--- config.mk ---
export PLATFORM = sky130hd
export DESIGN_NAME = modbus_rtu_register_slave_flat
export DESIGN_NICKNAME = d
export VERILOG_FILES = /design/src/rtl/core/mbrtu_pkg.sv /design/src/rtl/core/mbrtu_if.sv /design/src/rtl/core/mbrtu_crc.sv /design/src/rtl/core/modbus_rtu_register_slave.sv /design/src/flat_wrapper.sv
export SDC_FILE = /design/constraint.sdc
export NUM_CORES = 2
export LEC_CHECK = 0
export BUFFER_PORTS_ARGS = -buffer_cell sky130_fd_sc_hd__buf_4
export CORE_UTILIZATION = 50
export DETAILED_ROUTE_END_ITERATION = 6
export HOLD_SLACK_MARGIN = 0.15
export PLACE_DENSITY = 0.77
export SETUP_SLACK_MARGIN = 0.5
export SLEW_MARGIN = 10
export SYNTH_ARGS = -nofsm -noshare
export SYNTH_HDL_FRONTEND = slang
export SYNTH_SLANG_ARGS = --single-unit
--- constraint.sdc ---
create_clock -name clk -period 5.7 [get_ports clk]
set_clock_uncertainty 0.15 [all_clocks]
set_input_delay 1.14 -clock clk [delete_from_list [all_inputs] [get_ports clk]]
set_output_delay 1.14 -clock clk [all_outputs]
set_load 0.02 [all_outputs]
--- src/rtl/core/mbrtu_pkg.sv ---
// mbrtu_pkg: shared constants, codes and types for the modbus rtu register slave
// no dependencies
`timescale 1ns / 1ps
`default_nettype none
package mbrtu_pkg;
	localparam int RegisterCount = 64;
	localparam int RegAw = (RegisterCount > 1) ? $clog2(RegisterCount) : 1;
	localparam int MaxFrameBytes = 256;
	localparam logic [15:0] CrcSeed = 16'hFFFF;
	localparam logic [15:0] CrcPoly = 16'hA001;
	localparam logic [15:0] ReadLimit = 16'd125;
	localparam logic [7:0] FuncRead = 8'd3;
	localparam logic [7:0] FuncWrite = 8'd6;
	localparam logic [7:0] ExcFunction = 8'd1;
	localparam logic [7:0] ExcAddress = 8'd2;
	localparam logic [7:0] ExcValue = 8'd3;

	// control between sequencer and crc unit
	typedef struct packed {
		logic       init;
		logic       load;
		logic [7:0] data;
	} crc_cmd_t;

	typedef struct packed {
		logic        busy;
		logic [15:0] crc;
	} crc_sts_t;
endpackage
`default_nettype wire

--- src/rtl/core/mbrtu_if.sv ---
// mbrtu_if: valid/ready channel interfaces for request bytes and response groups
// depends on nothing
`timescale 1ns / 1ps
`default_nettype none
interface mbrtu_rx_if;
	logic       valid;
	logic       ready;
	logic [7:0] rx_byte;
	logic       frame_end;
	modport source (output valid, rx_byte, frame_end, input ready);
	modport sink (input valid, rx_byte, frame_end, output ready);
endinterface

interface mbrtu_tx_if;
	logic       valid;
	logic       ready;
	logic [7:0] tx_byte_0;
	logic [7:0] tx_byte_1;
	logic [7:0] tx_byte_2;
	logic [7:0] tx_byte_3;
	logic [2:0] bytes_valid;
	logic       last_group;
	modport source (output valid, tx_byte_0, tx_byte_1, tx_byte_2, tx_byte_3,
		bytes_valid, last_group, input ready);
	modport sink (input valid, tx_byte_0, tx_byte_1, tx_byte_2, tx_byte_3,
		bytes_valid, last_group, output ready);
endinterface
`default_nettype wire

--- src/rtl/core/mbrtu_crc.sv ---
// mbrtu_crc: bit-serial crc-16 unit, one bit per cycle; a new byte is loaded only while not busy
// depends on mbrtu_pkg
`timescale 1ns / 1ps
`default_nettype none
module mbrtu_crc import mbrtu_pkg::*; (
	input  wire logic     clk,
	input  wire logic     arst_n,
	input  wire crc_cmd_t cmd,
	output crc_sts_t      sts
);
	logic [15:0] crc_q;
	logic [3:0]  cnt_q;
	logic [15:0] x;

	assign x = crc_q ^ {8'h00, cmd.data};

	always_ff @(posedge clk or negedge arst_n) begin
		if (!arst_n) begin
			crc_q <= CrcSeed;
			cnt_q <= '0;
		end else if (cmd.init) begin
			crc_q <= CrcSeed;
			cnt_q <= '0;
		end else if (cmd.load && cnt_q == 4'd0) begin
			crc_q <= x;
			cnt_q <= 4'd8;
		end else if (cnt_q != 4'd0) begin
			crc_q <= crc_q[0] ? ((crc_q >> 1) ^ CrcPoly) : (crc_q >> 1);
			cnt_q <= cnt_q - 4'd1;
		end
	end

	assign sts.busy = (cnt_q != 4'd0);
	assign sts.crc  = crc_q;
endmodule
`default_nettype wire

--- src/rtl/core/modbus_rtu_register_slave.sv ---
// modbus rtu slave over a holding register file; request bytes in, response groups out
// flow: a byte from the third on passes StFeed and StWait, which waits out the bit-serial crc unit;
// a frame end is checked in StCheck and decided in StDecide, then each reply byte passes StRdAddr,
// StRdData, StByte, StByteW, crc bytes StCrcLo, StCrcHi, a StSend handshake per group of up to four
// throughput: one request byte at a time, ready is low while a byte or reply is worked
// reset: asynchronous active low; a clearing pass in StClear zeroes
// the register memory after reset, and no byte is taken meanwhile
`timescale 1ns / 1ps
`default_nettype none
module modbus_rtu_register_slave import mbrtu_pkg::*; (
	input  wire logic       clk,
	input  wire logic       arst_n,
	input  wire logic       cfg_we,
	input  wire logic [7:0] cfg_wdata,
	mbrtu_rx_if.sink        rx,
	mbrtu_tx_if.source      tx
);
	// sequencer states
	localparam logic [3:0] StClear  = 4'd0;
	localparam logic [3:0] StIdle   = 4'd1;
	localparam logic [3:0] StFeed   = 4'd2;
	localparam logic [3:0] StWait   = 4'd3;
	localparam logic [3:0] StCheck  = 4'd4;
	localparam logic [3:0] StDecide = 4'd5;
	localparam logic [3:0] StRdAddr = 4'd6;
	localparam logic [3:0] StRdData = 4'd7;
	localparam logic [3:0] StByte   = 4'd8;
	localparam logic [3:0] StByteW  = 4'd9;
	localparam logic [3:0] StCrcLo  = 4'd10;
	localparam logic [3:0] StCrcHi  = 4'd11;
	localparam logic [3:0] StSend   = 4'd12;

	// reply kinds
	localparam logic [1:0] KindExc  = 2'd0;
	localparam logic [1:0] KindRead = 2'd1;
	localparam logic [1:0] KindEcho = 2'd2;
	localparam logic [1:0] KindNone = 2'd3;

	logic [3:0]  st_q;
	logic [7:0]  slave_addr_q;
	logic [8:0]  pos_q;
	logic        ovf_q;
	logic [7:0]  hdr_q [6];
	logic [7:0]  lag0_q, lag1_q;
	logic        last_q;
	logic [RegAw-1:0] clr_q;

	// register memory
	logic [15:0] mem [RegisterCount];
	logic [15:0] mem_rd_q;
	logic        mem_we;
	logic [RegAw-1:0] mem_wa;
	logic [15:0] mem_wd;
	logic [RegAw-1:0] mem_ra;

	// reply walk
	logic [1:0]  kind_q;      // exception, read, write echo, or none (drop / crc phase)
	logic [7:0]  exc_q;
	logic [7:0]  tlen_q;      // bytes before crc
	logic [7:0]  tidx_q;
	logic [RegAw-1:0] raddr_q;
	logic [7:0]  cur_q;
	logic [7:0]  g_q [4];
	logic [2:0]  gcnt_q;
	logic        glast_q;

	crc_cmd_t crc_cmd;
	crc_sts_t crc_sts;

	mbrtu_crc u_crc (.clk(clk), .arst_n(arst_n), .cmd(crc_cmd), .sts(crc_sts));

	// decoded header fields
	logic [15:0] fa, fb;
	logic [16:0] span;
	assign fa = {hdr_q[2], hdr_q[3]};
	assign fb = {hdr_q[4], hdr_q[5]};
	assign span = {1'b0, fa} + {1'b0, fb} - 17'd1;

	always_ff @(posedge clk) begin
		if (mem_we)
			mem[mem_wa] <= mem_wd;
		mem_rd_q <= mem[mem_ra];
	end

	always_ff @(posedge clk or negedge arst_n) begin
		if (!arst_n)
			slave_addr_q <= 8'd1;
		else if (cfg_we)
			slave_addr_q <= cfg_wdata;
	end

	// next response byte in wire order
	logic [7:0] next_byte;
	always_comb begin
		next_byte = 8'h00;
		case (kind_q)
			KindExc: begin
				if (tidx_q == 8'd0)
					next_byte = slave_addr_q;
				else if (tidx_q == 8'd1)
					next_byte = hdr_q[1] | 8'h80;
				else
					next_byte = exc_q;
			end
			KindRead: begin
				if (tidx_q == 8'd0)
					next_byte = slave_addr_q;
				else if (tidx_q == 8'd1)
					next_byte = hdr_q[1];
				else if (tidx_q == 8'd2)
					next_byte = {hdr_q[5][6:0], 1'b0};
				else if (tidx_q[0])
					next_byte = mem_rd_q[15:8];
				else
					next_byte = mem_rd_q[7:0];
			end
			default: next_byte = hdr_q[tidx_q[2:0] > 3'd5 ? 3'd5 : tidx_q[2:0]];
		endcase
	end

	// next register needed: the low byte (even index >= 4) ends a register
	logic need_rd;
	assign need_rd = (kind_q == KindRead) && (tidx_q >= 8'd4) && !tidx_q[0];

	assign rx.ready = (st_q == StIdle);
	assign mem_ra = raddr_q;

	always_comb begin
		crc_cmd = '0;
		mem_we = 1'b0;
		mem_wa = clr_q;
		mem_wd = 16'h0000;
		case (st_q)
			StClear: mem_we = 1'b1;
			StIdle: begin
				// the byte two places back enters the crc as a new one arrives
				if (rx.valid && pos_q >= 9'd2 && pos_q < 9'(MaxFrameBytes)) begin
					crc_cmd.load = 1'b1;
					crc_cmd.data = lag0_q;
				end
			end
			StCheck: crc_cmd.init = 1'b0;
			StByte: begin
				crc_cmd.load = 1'b1;
				crc_cmd.data = cur_q;
			end
			StDecide: begin
				if (kind_q != KindNone && hdr_q[1] == FuncWrite &&
				    fa < 16'(RegisterCount)) begin
					mem_we = 1'b1;
					mem_wa = fa[RegAw-1:0];
					mem_wd = fb;
				end
				crc_cmd.init = 1'b1;
			end
			// reseed for the next request once the reply is gone
			StSend: if (tx.ready && glast_q) crc_cmd.init = 1'b1;
			default: ;
		endcase
	end

	always_ff @(posedge clk or negedge arst_n) begin
		if (!arst_n) begin
			st_q <= StClear;
			clr_q <= '0;
			pos_q <= '0;
			ovf_q <= 1'b0;
			gcnt_q <= '0;
			glast_q <= 1'b0;
			tx.valid <= 1'b0;
		end else begin
			case (st_q)
				StClear: begin
					clr_q <= clr_q + 1'b1;
					if (clr_q == RegAw'(RegisterCount - 1))
						st_q <= StIdle;
				end
				StIdle: begin
					if (rx.valid) begin
						last_q <= rx.frame_end;
						if (pos_q >= 9'(MaxFrameBytes)) begin
							ovf_q <= 1'b1;
							st_q <= rx.frame_end ? StCheck : StIdle;
						end else begin
							if (pos_q < 9'd6)
								hdr_q[pos_q[2:0]] <= rx.rx_byte;
							lag0_q <= lag1_q;
							lag1_q <= rx.rx_byte;
							pos_q <= pos_q + 9'd1;
							if (pos_q >= 9'd2)
								st_q <= StFeed;
							else
								st_q <= rx.frame_end ? StCheck : StIdle;
						end
					end
				end
				StFeed: st_q <= StWait;
				StWait: if (!crc_sts.busy) st_q <= last_q ? StCheck : StIdle;
				StCheck: begin
					if (ovf_q || pos_q < 9'd6 || hdr_q[0] != slave_addr_q ||
					    {lag1_q, lag0_q} != crc_sts.crc) begin
						pos_q <= '0;
						ovf_q <= 1'b0;
						st_q <= StDecide;
						kind_q <= KindNone;
					end else begin
						kind_q <= KindExc;
						st_q <= StDecide;
					end
				end
				StDecide: begin
					pos_q <= '0;
					ovf_q <= 1'b0;
					tidx_q <= '0;
					gcnt_q <= '0;
					raddr_q <= fa[RegAw-1:0];
					if (kind_q == KindNone) begin
						st_q <= StIdle;
					end else if (hdr_q[1] == FuncRead) begin
						if (fb == 16'd0 || fb > ReadLimit) begin
							kind_q <= KindExc; exc_q <= ExcValue; tlen_q <= 8'd3;
						end else if (span >= 17'(RegisterCount)) begin
							kind_q <= KindExc; exc_q <= ExcAddress; tlen_q <= 8'd3;
						end else begin
							kind_q <= KindRead;
							tlen_q <= 8'd3 + {hdr_q[5][6:0], 1'b0};
						end
						st_q <= StRdAddr;
					end else if (hdr_q[1] == FuncWrite) begin
						if (fa >= 16'(RegisterCount)) begin
							kind_q <= KindExc; exc_q <= ExcAddress; tlen_q <= 8'd3;
						end else begin
							kind_q <= KindEcho; tlen_q <= 8'd6;
						end
						st_q <= StRdAddr;
					end else begin
						kind_q <= KindExc; exc_q <= ExcFunction; tlen_q <= 8'd3;
						st_q <= StRdAddr;
					end
				end
				// StRdAddr lets the registered memory read settle before StRdData uses it
				StRdAddr: st_q <= StRdData;
				StRdData: begin
					if (tidx_q == tlen_q) begin
						st_q <= StCrcLo;
					end else begin
						cur_q <= next_byte;
						st_q <= StByte;
					end
				end
				StByte: begin
					g_q[gcnt_q[1:0]] <= cur_q;
					gcnt_q <= gcnt_q + 3'd1;
					tidx_q <= tidx_q + 8'd1;
					if (need_rd)
						raddr_q <= raddr_q + 1'b1;
					st_q <= StByteW;
				end
				StByteW: begin
					if (!crc_sts.busy) begin
						if (gcnt_q == 3'd4) begin
							glast_q <= 1'b0;
							tx.valid <= 1'b1;
							st_q <= StSend;
						end else
							st_q <= StRdAddr;
					end
				end
				StCrcLo: begin
					g_q[gcnt_q[1:0]] <= crc_sts.crc[7:0];
					gcnt_q <= gcnt_q + 3'd1;
					if (gcnt_q == 3'd3) begin
						glast_q <= 1'b0;
						tx.valid <= 1'b1;
						kind_q <= KindNone; // marks crc phase for resume
						st_q <= StSend;
					end else
						st_q <= StCrcHi;
				end
				StCrcHi: begin
					g_q[gcnt_q[1:0]] <= crc_sts.crc[15:8];
					gcnt_q <= gcnt_q + 3'd1;
					glast_q <= 1'b1;
					tx.valid <= 1'b1;
					st_q <= StSend;
				end
				StSend: begin
					if (tx.ready) begin
						tx.valid <= 1'b0;
						gcnt_q <= '0;
						if (glast_q)
							st_q <= StIdle;
						else if (kind_q == KindNone)
							st_q <= StCrcHi;
						else
							st_q <= StRdAddr;
					end
				end
				default: st_q <= StIdle;
			endcase
		end
	end

	assign tx.tx_byte_0 = (gcnt_q > 3'd0) ? g_q[0] : 8'h00;
	assign tx.tx_byte_1 = (gcnt_q > 3'd1) ? g_q[1] : 8'h00;
	assign tx.tx_byte_2 = (gcnt_q > 3'd2) ? g_q[2] : 8'h00;
	assign tx.tx_byte_3 = (gcnt_q > 3'd3) ? g_q[3] : 8'h00;
	assign tx.bytes_valid = gcnt_q;
	assign tx.last_group = glast_q;
endmodule
`default_nettype wire
--- src/flat_wrapper.sv ---
// flat-port wrapper written by rule: the top's interface ports become plain ports
module modbus_rtu_register_slave_flat import mbrtu_pkg::*;
  (clk, arst_n, cfg_we, cfg_wdata, rx_valid, rx_rx_byte, rx_frame_end, rx_ready, tx_valid, tx_tx_byte_0, tx_tx_byte_1, tx_tx_byte_2, tx_tx_byte_3, tx_bytes_valid, tx_last_group, tx_ready);
  mbrtu_rx_if rx_i ();
  mbrtu_tx_if tx_i ();
  input  wire logic clk;
  input  wire logic arst_n;
  input  wire logic cfg_we;
  input  wire logic [7:0] cfg_wdata;
  input wire logic [$bits(rx_i.valid)-1:0] rx_valid;
  input wire logic [$bits(rx_i.rx_byte)-1:0] rx_rx_byte;
  input wire logic [$bits(rx_i.frame_end)-1:0] rx_frame_end;
  output wire logic [$bits(rx_i.ready)-1:0] rx_ready;
  output wire logic [$bits(tx_i.valid)-1:0] tx_valid;
  output wire logic [$bits(tx_i.tx_byte_0)-1:0] tx_tx_byte_0;
  output wire logic [$bits(tx_i.tx_byte_1)-1:0] tx_tx_byte_1;
  output wire logic [$bits(tx_i.tx_byte_2)-1:0] tx_tx_byte_2;
  output wire logic [$bits(tx_i.tx_byte_3)-1:0] tx_tx_byte_3;
  output wire logic [$bits(tx_i.bytes_valid)-1:0] tx_bytes_valid;
  output wire logic [$bits(tx_i.last_group)-1:0] tx_last_group;
  input wire logic [$bits(tx_i.ready)-1:0] tx_ready;
  assign rx_i.valid = rx_valid;
  assign rx_i.rx_byte = rx_rx_byte;
  assign rx_i.frame_end = rx_frame_end;
  assign rx_ready = rx_i.ready;
  assign tx_valid = tx_i.valid;
  assign tx_tx_byte_0 = tx_i.tx_byte_0;
  assign tx_tx_byte_1 = tx_i.tx_byte_1;
  assign tx_tx_byte_2 = tx_i.tx_byte_2;
  assign tx_tx_byte_3 = tx_i.tx_byte_3;
  assign tx_bytes_valid = tx_i.bytes_valid;
  assign tx_last_group = tx_i.last_group;
  assign tx_i.ready = tx_ready;
  modbus_rtu_register_slave u_core (.clk(clk), .arst_n(arst_n), .cfg_we(cfg_we), .cfg_wdata(cfg_wdata), .rx(rx_i), .tx(tx_i));
endmodule
# Word level (Yosys, flattened, before mapping)
# Memories as Yosys holds them, arrays and structs flattened. A register that Yosys moved wholly into a read port is not among the register bits.
# Index checks and enable logic that the tools add are counted.
# totals
regBits	110
ramBits	1104
elab_cells	237
memories	3
input_bits	22
# op_classes
reduce_logical	45
eq_ne	39
muxes	101
addsub	9
order_cmp	14
n_bitwise	7
# mem_list
name	words	width	rd	rd_ports_with_merged_regs	write_ports	line	source
u_core.mem	64	16	1	1	1	modbus_rtu_register_slave.sv:49	logic [15:0] mem [RegisterCount];
u_core.hdr_q	6	8	7	0	1	modbus_rtu_register_slave.sv:43	logic [7:0] hdr_q [6];
u_core.g_q	4	8	4	0	1	modbus_rtu_register_slave.sv:63	logic [7:0] g_q [4];
# op_table
operator	count
$mux 8	20
$mux 16	6
$mux 4	13
$pmux 4 s13	1
$mux 9	4
$pmux 8 s2	2
$pmux 9 s3	1
$mux 1	26
$mux 3	8
$eq 4x4->1 const B	5
$reduce_and 4->1	5
$mux 6	3
$pmux 9 s2	1
$add 16x16->17	1
$ge 17x7->1 const B	1
$sub 17x1->17 const B	1
$eq 4x3->1 const B	4
$eq 8x2->1 const B	2
$ge 16x7->1 const B	1
$gt 16x7->1 const B	1
$logic_not 16->1	1
$lt 16x7->1 const B	1
$mux 2	8
$ne 16x16->1	1
52 further kinds	98

# Longest topological paths before layout
# An unclocked memory read counts as a cell.
# depth
word_depth	9
depth_mapped	14
ltp_nobuf	14

# By module
# Synthesis repeated with hierarchy kept, for this count alone.
# hier_totals
cells_unflattened	2575
area_unflattened_um2	49996.7
# by_module_without_submodules
module	seq_area_each_um2	cells_each	area_per_inst_um2	instances
modbus_rtu_register_slave	35830.6	2471	48998.2	1
mbrtu_crc	520.5	104	998.5	1

# Worst setup path before layout
# Ideal clock, no wire load.
# synth_timing
path_kind	reg2reg
start	mem u_core.hdr_q[1][6]
end	mem u_core.mem[0][10], data pin
arrival_ns	3.353
path_slack_ns	1.697
required_ns	5.050
stages_incl_launch_ff	9
path_cell_list	edfxtp_1 nor4_1 nand3b_1 nand4b_1 nand2b_1 clkbuf_1 buf_1 clkbuf_1 nor2_1
# synth_lines
element	line
from (decl)	modbus_rtu_register_slave.sv:43
to (decl)	modbus_rtu_register_slave.sv:49

# Final worst setup path
# layout_timing
start	reg u_core.st_q[2]
end	mem u_core.mem[29][10], enable pin
# layout_between
elab_chain_len	4
# layout_lines
element	line	source
from (decl)	modbus_rtu_register_slave.sv:39	logic [3:0] st_q;
from (signal assigned)	modbus_rtu_register_slave.sv:164	st_q <= StClear;
from (signal assigned)	modbus_rtu_register_slave.sv:176	st_q <= StIdle;
from (signal assigned)	modbus_rtu_register_slave.sv:183	st_q <= rx.frame_end ? StCheck : StIdle;
$eq 4x3->1 or $logic_not 4->1 (tied branches)	modbus_rtu_register_slave.sv:133	case (st_q)
$pmux 1 s2	modbus_rtu_register_slave.sv:133	
$mux 1	modbus_rtu_register_slave.sv:80	if (mem_we)
$mux 1 (implied by the code)	modbus_rtu_register_slave.sv:81	mem[mem_wa] <= mem_wd;
# Several ways; a longest one is shown, not always the timed one.

==> reports/results.ini <==
[global_route]
met1_usage = 0.332
antenna_found_initial = 5
gr-usage-met2 = 0.378
top_usage_layer = met2
grtUsageMet3 = 0.0576
gr-total-overflow = 0
grt_max_degree = 83
grt_pass1_vias = 26300
grt_pass1_wl_mm = 179
gr-usage-all-layers = 0.242

[cells_and_area]
utilization = 0.572
seqCellArea_mm2 = 0.0364
multi_input_area_mm2 = 0.0131
antennaDiodeCount = 0
layout-drive-gt1-share = 0.259
fillers = 6933
num-nets-final = 2844
final_area_mm2 = 0.0565
area_delta_synth_final_pct = 12.8

[die]
die_w_um = 319
core_area_mm2 = 0.0989
pin_count = 60
die_height_um = 319
row_count = 115
dieArea_mm2 = 0.102
start_util = 0.507

[power_and_ir_drop]
combPwrFrac = 0.102
power_density_mw_per_mm2 = 371
ir_drop_mv = 0.241
power_frac_clock = 0.375
total_power_w = 0.0210
p_int_w = 0.0159
seqPwrFrac = 0.523
p_leak_nw = 17.1
switching_share = 0.242
power.switching_w = 0.00507

[synth]
syn-cell-area_mm2 = 0.0501
synth_common_cells = edfxtp_1, mux4_2, nor2_1
yosysSeqAreaShare = 0.725
ys_types = 75
synthesis.instances = 2610
synth_edf_count = 1155
synth_top_area_share = 0.692
synth_area_leaders = edfxtp_1, mux4_2, dfrtp_1
synthMostInstantiatedCell = edfxtp_1
avgSynthCellArea_um2 = 19.2
ys_warn_count = 0
synth_nets = 2682
synthFlopType = edfxtp_1
ys_seq_elements = 1224
yosysTopAreaCell = edfxtp_1
synthArstFlopShare = 0.0433

[outcome]
status = finished, violations left
violations = design-rule violations

[critical_path]
crit_type = reg -> reg
path_max_fanout = 20
start_kind = register
cp.arrival_ps = 4870
setup.worst_path.end_class = register
worstPathRequired_ps = 5950

[timing]
fin_crit_ps = 4620
hold_viol_final = 0
post-route-period-util = 0.811
setup-violations-final = 0
fmax_mhz = 216
rsz0062_at_grt = no
tightest_slew_ps = 1330
tns_ps = 0
final_max_slew_viol_count = 0
hold_ws_ps = 322
slew_headroom = 0.103

[clock_network]
clockBufferDepth = 3
post_cts_buffers = 0
cts_resized = 0
path_clk_slew_ps = 60
cts_sinks = 1224
cts_tree = done
numCtsBuffers = 116
holdBufCountCts = 0
clk_root_buffer_cell = clkbuf_16
insertion_delay_ps = 710
htree_levels = 3

[place]
place_congestion = 0.947
place_hpwl_mm = 75.8
portBuffers = 59
dpl_cell_area_mm2 = 0.0526

[detailed_routing]
viasPerCell = 6.41
wl_per_cell_um = 29.4
drt-pass1-iter-count = 7
drcViolationCount = 1
initialDrtViolationCount = 3571
ant_nets = 0
wirelength_mm = 122
vias = 26600

[hold_path]
hold_class = reg -> reg

[flow_run]
drv_cap = 0

-- flip-flops by register name (all words and copies together), names as in the netlist, 8 cells and up --
| name | flops |
|---|---|
| u_core.mem | 1024 |
| u_core.hdr_q | 48 |
| u_core.g_q | 32 |
| u_core.mem_rd_q | 16 |
| u_core.u_crc.crc_q | 16 |
| u_core.pos_q | 9 |
| u_core.cur_q | 8 |
| u_core.lag0_q | 8 |
| u_core.lag1_q | 8 |
| u_core.slave_addr_q | 8 |
| u_core.tidx_q | 8 |
| u_core.tlen_q | 8 |
-- power groups by stage --
| stage | registers [W] | clock network (W) | logic [W] |
|---|---|---|---|
| 5_1_grt | 0.0110 | 0.00830 | 0.00228 |
| 3_3_place_gp | 0.0111 | 0 | 0.00203 |
| 6_report | 0.0110 | 0.00787 | 0.00214 |
| 4_1_cts | 0.0110 | 0.00796 | 0.00212 |
| 2_1_floorplan | 0.0110 | 0 | 0.00132 |
| 3_5_place_dp | 0.0111 | 0 | 0.00209 |
-- logic make-up after synthesis --
group	count (synthesis)	synth area share
compound gates	235	0.0310
xor+xnor	61	0.0107
fa+ha+maj	50	0.0126
buf+inv	209	0.0175
flops	1224	0.725
mux	375	0.160
simple gates	456	0.0433
-- stage by stage --
step | setup slack, ps | instances
final | 1080 | 4155
after global routing | 813 | 4155
after CTS | 1270 | 4155
after detailed placement | 1280 | 3941
after global placement | 1550 | 3941
after floorplan | 1700 | 2610
-- cell type report --
type                    count  area share
flip-flops and latches   1224       0.643
multi-input cells        1177       0.231
clock buffers             135      0.0533
well taps                1287      0.0285
repair buffers            169      0.0235
clock inverters            79      0.0153
inverters                  84     0.00558
-- worst paths after layout --
kind                                                     end                  startpoint  cells past startpoint  slack [ps]
max                             u_core.mem[29][10]$_DFFE_PP_  u_core.st_q[2]$_DFFE_PN0P_                      9        1080
min                               u_core.lag0_q[2]$_DFFE_PP_  u_core.lag1_q[2]$_DFFE_PP_                      0         320
max reg2reg                     u_core.mem[29][10]$_DFFE_PP_  u_core.st_q[2]$_DFFE_PN0P_                      9        1080
min reg2reg                       u_core.lag0_q[2]$_DFFE_PP_  u_core.lag1_q[2]$_DFFE_PP_                      0         320
max in group asynchronous        u_core.pos_q[1]$_DFFE_PN0P_                      arst_n                      2        4340
min in group asynchronous  u_core.u_crc.cnt_q[1]$_DFFE_PN0P_                      arst_n                      2         510
-- per-layer routing --
metal | wire length (um) | share of wire | up-vias
met5 | 57 | 0.00047 | -
met4 | 4830 | 0.040 | 8
met3 | 13300 | 0.11 | 293
met2 | 58100 | 0.48 | 1712
met1 | 45900 | 0.38 | 13700
li1 | - | - | 10900
-- worst max-delay path, stage by stage, from the launching register on --
cell     delay [ps]
dfrtp_1         760
nor2b_1         370
nand2_1         330
a21oi_1         370
nor2b_1         660
nand3_1         190
o21ai_0         160
nand2_1         530
nor2_1          500
buf_4           300
-- placed cells by master (no fill, tap or decap), types with 11 or more instances in the layout --
master	Yosys	final
nor2_4	0	16
and2_1	21	21
mux4_2	339	339
xor2_1	40	40
clkinv_2	0	18
buf_4	0	164
xnor2_1	21	21
nand2_1	104	104
a31oi_1	16	16
dfrtp_1	36	36
clkbuf_1	81	17
o21ai_0	53	53
o211ai_1	15	15
nor2_1	165	149
o22ai_1	11	11
a21oi_1	54	54
nor4_1	16	15
bufinv_16	0	17
mux2i_1	27	27
inv_1	84	84
nand3_1	39	39
dfxtp_1	16	16
clkbuf_16	0	118
nor2b_1	25	25
and3_1	20	20
nor3_1	23	21
ha_1	49	49
clkinv_1	0	26
dfstp_2	17	17
edfxtp_1	1155	1155
Note: power is estimated with default switching activity, not from simulation.
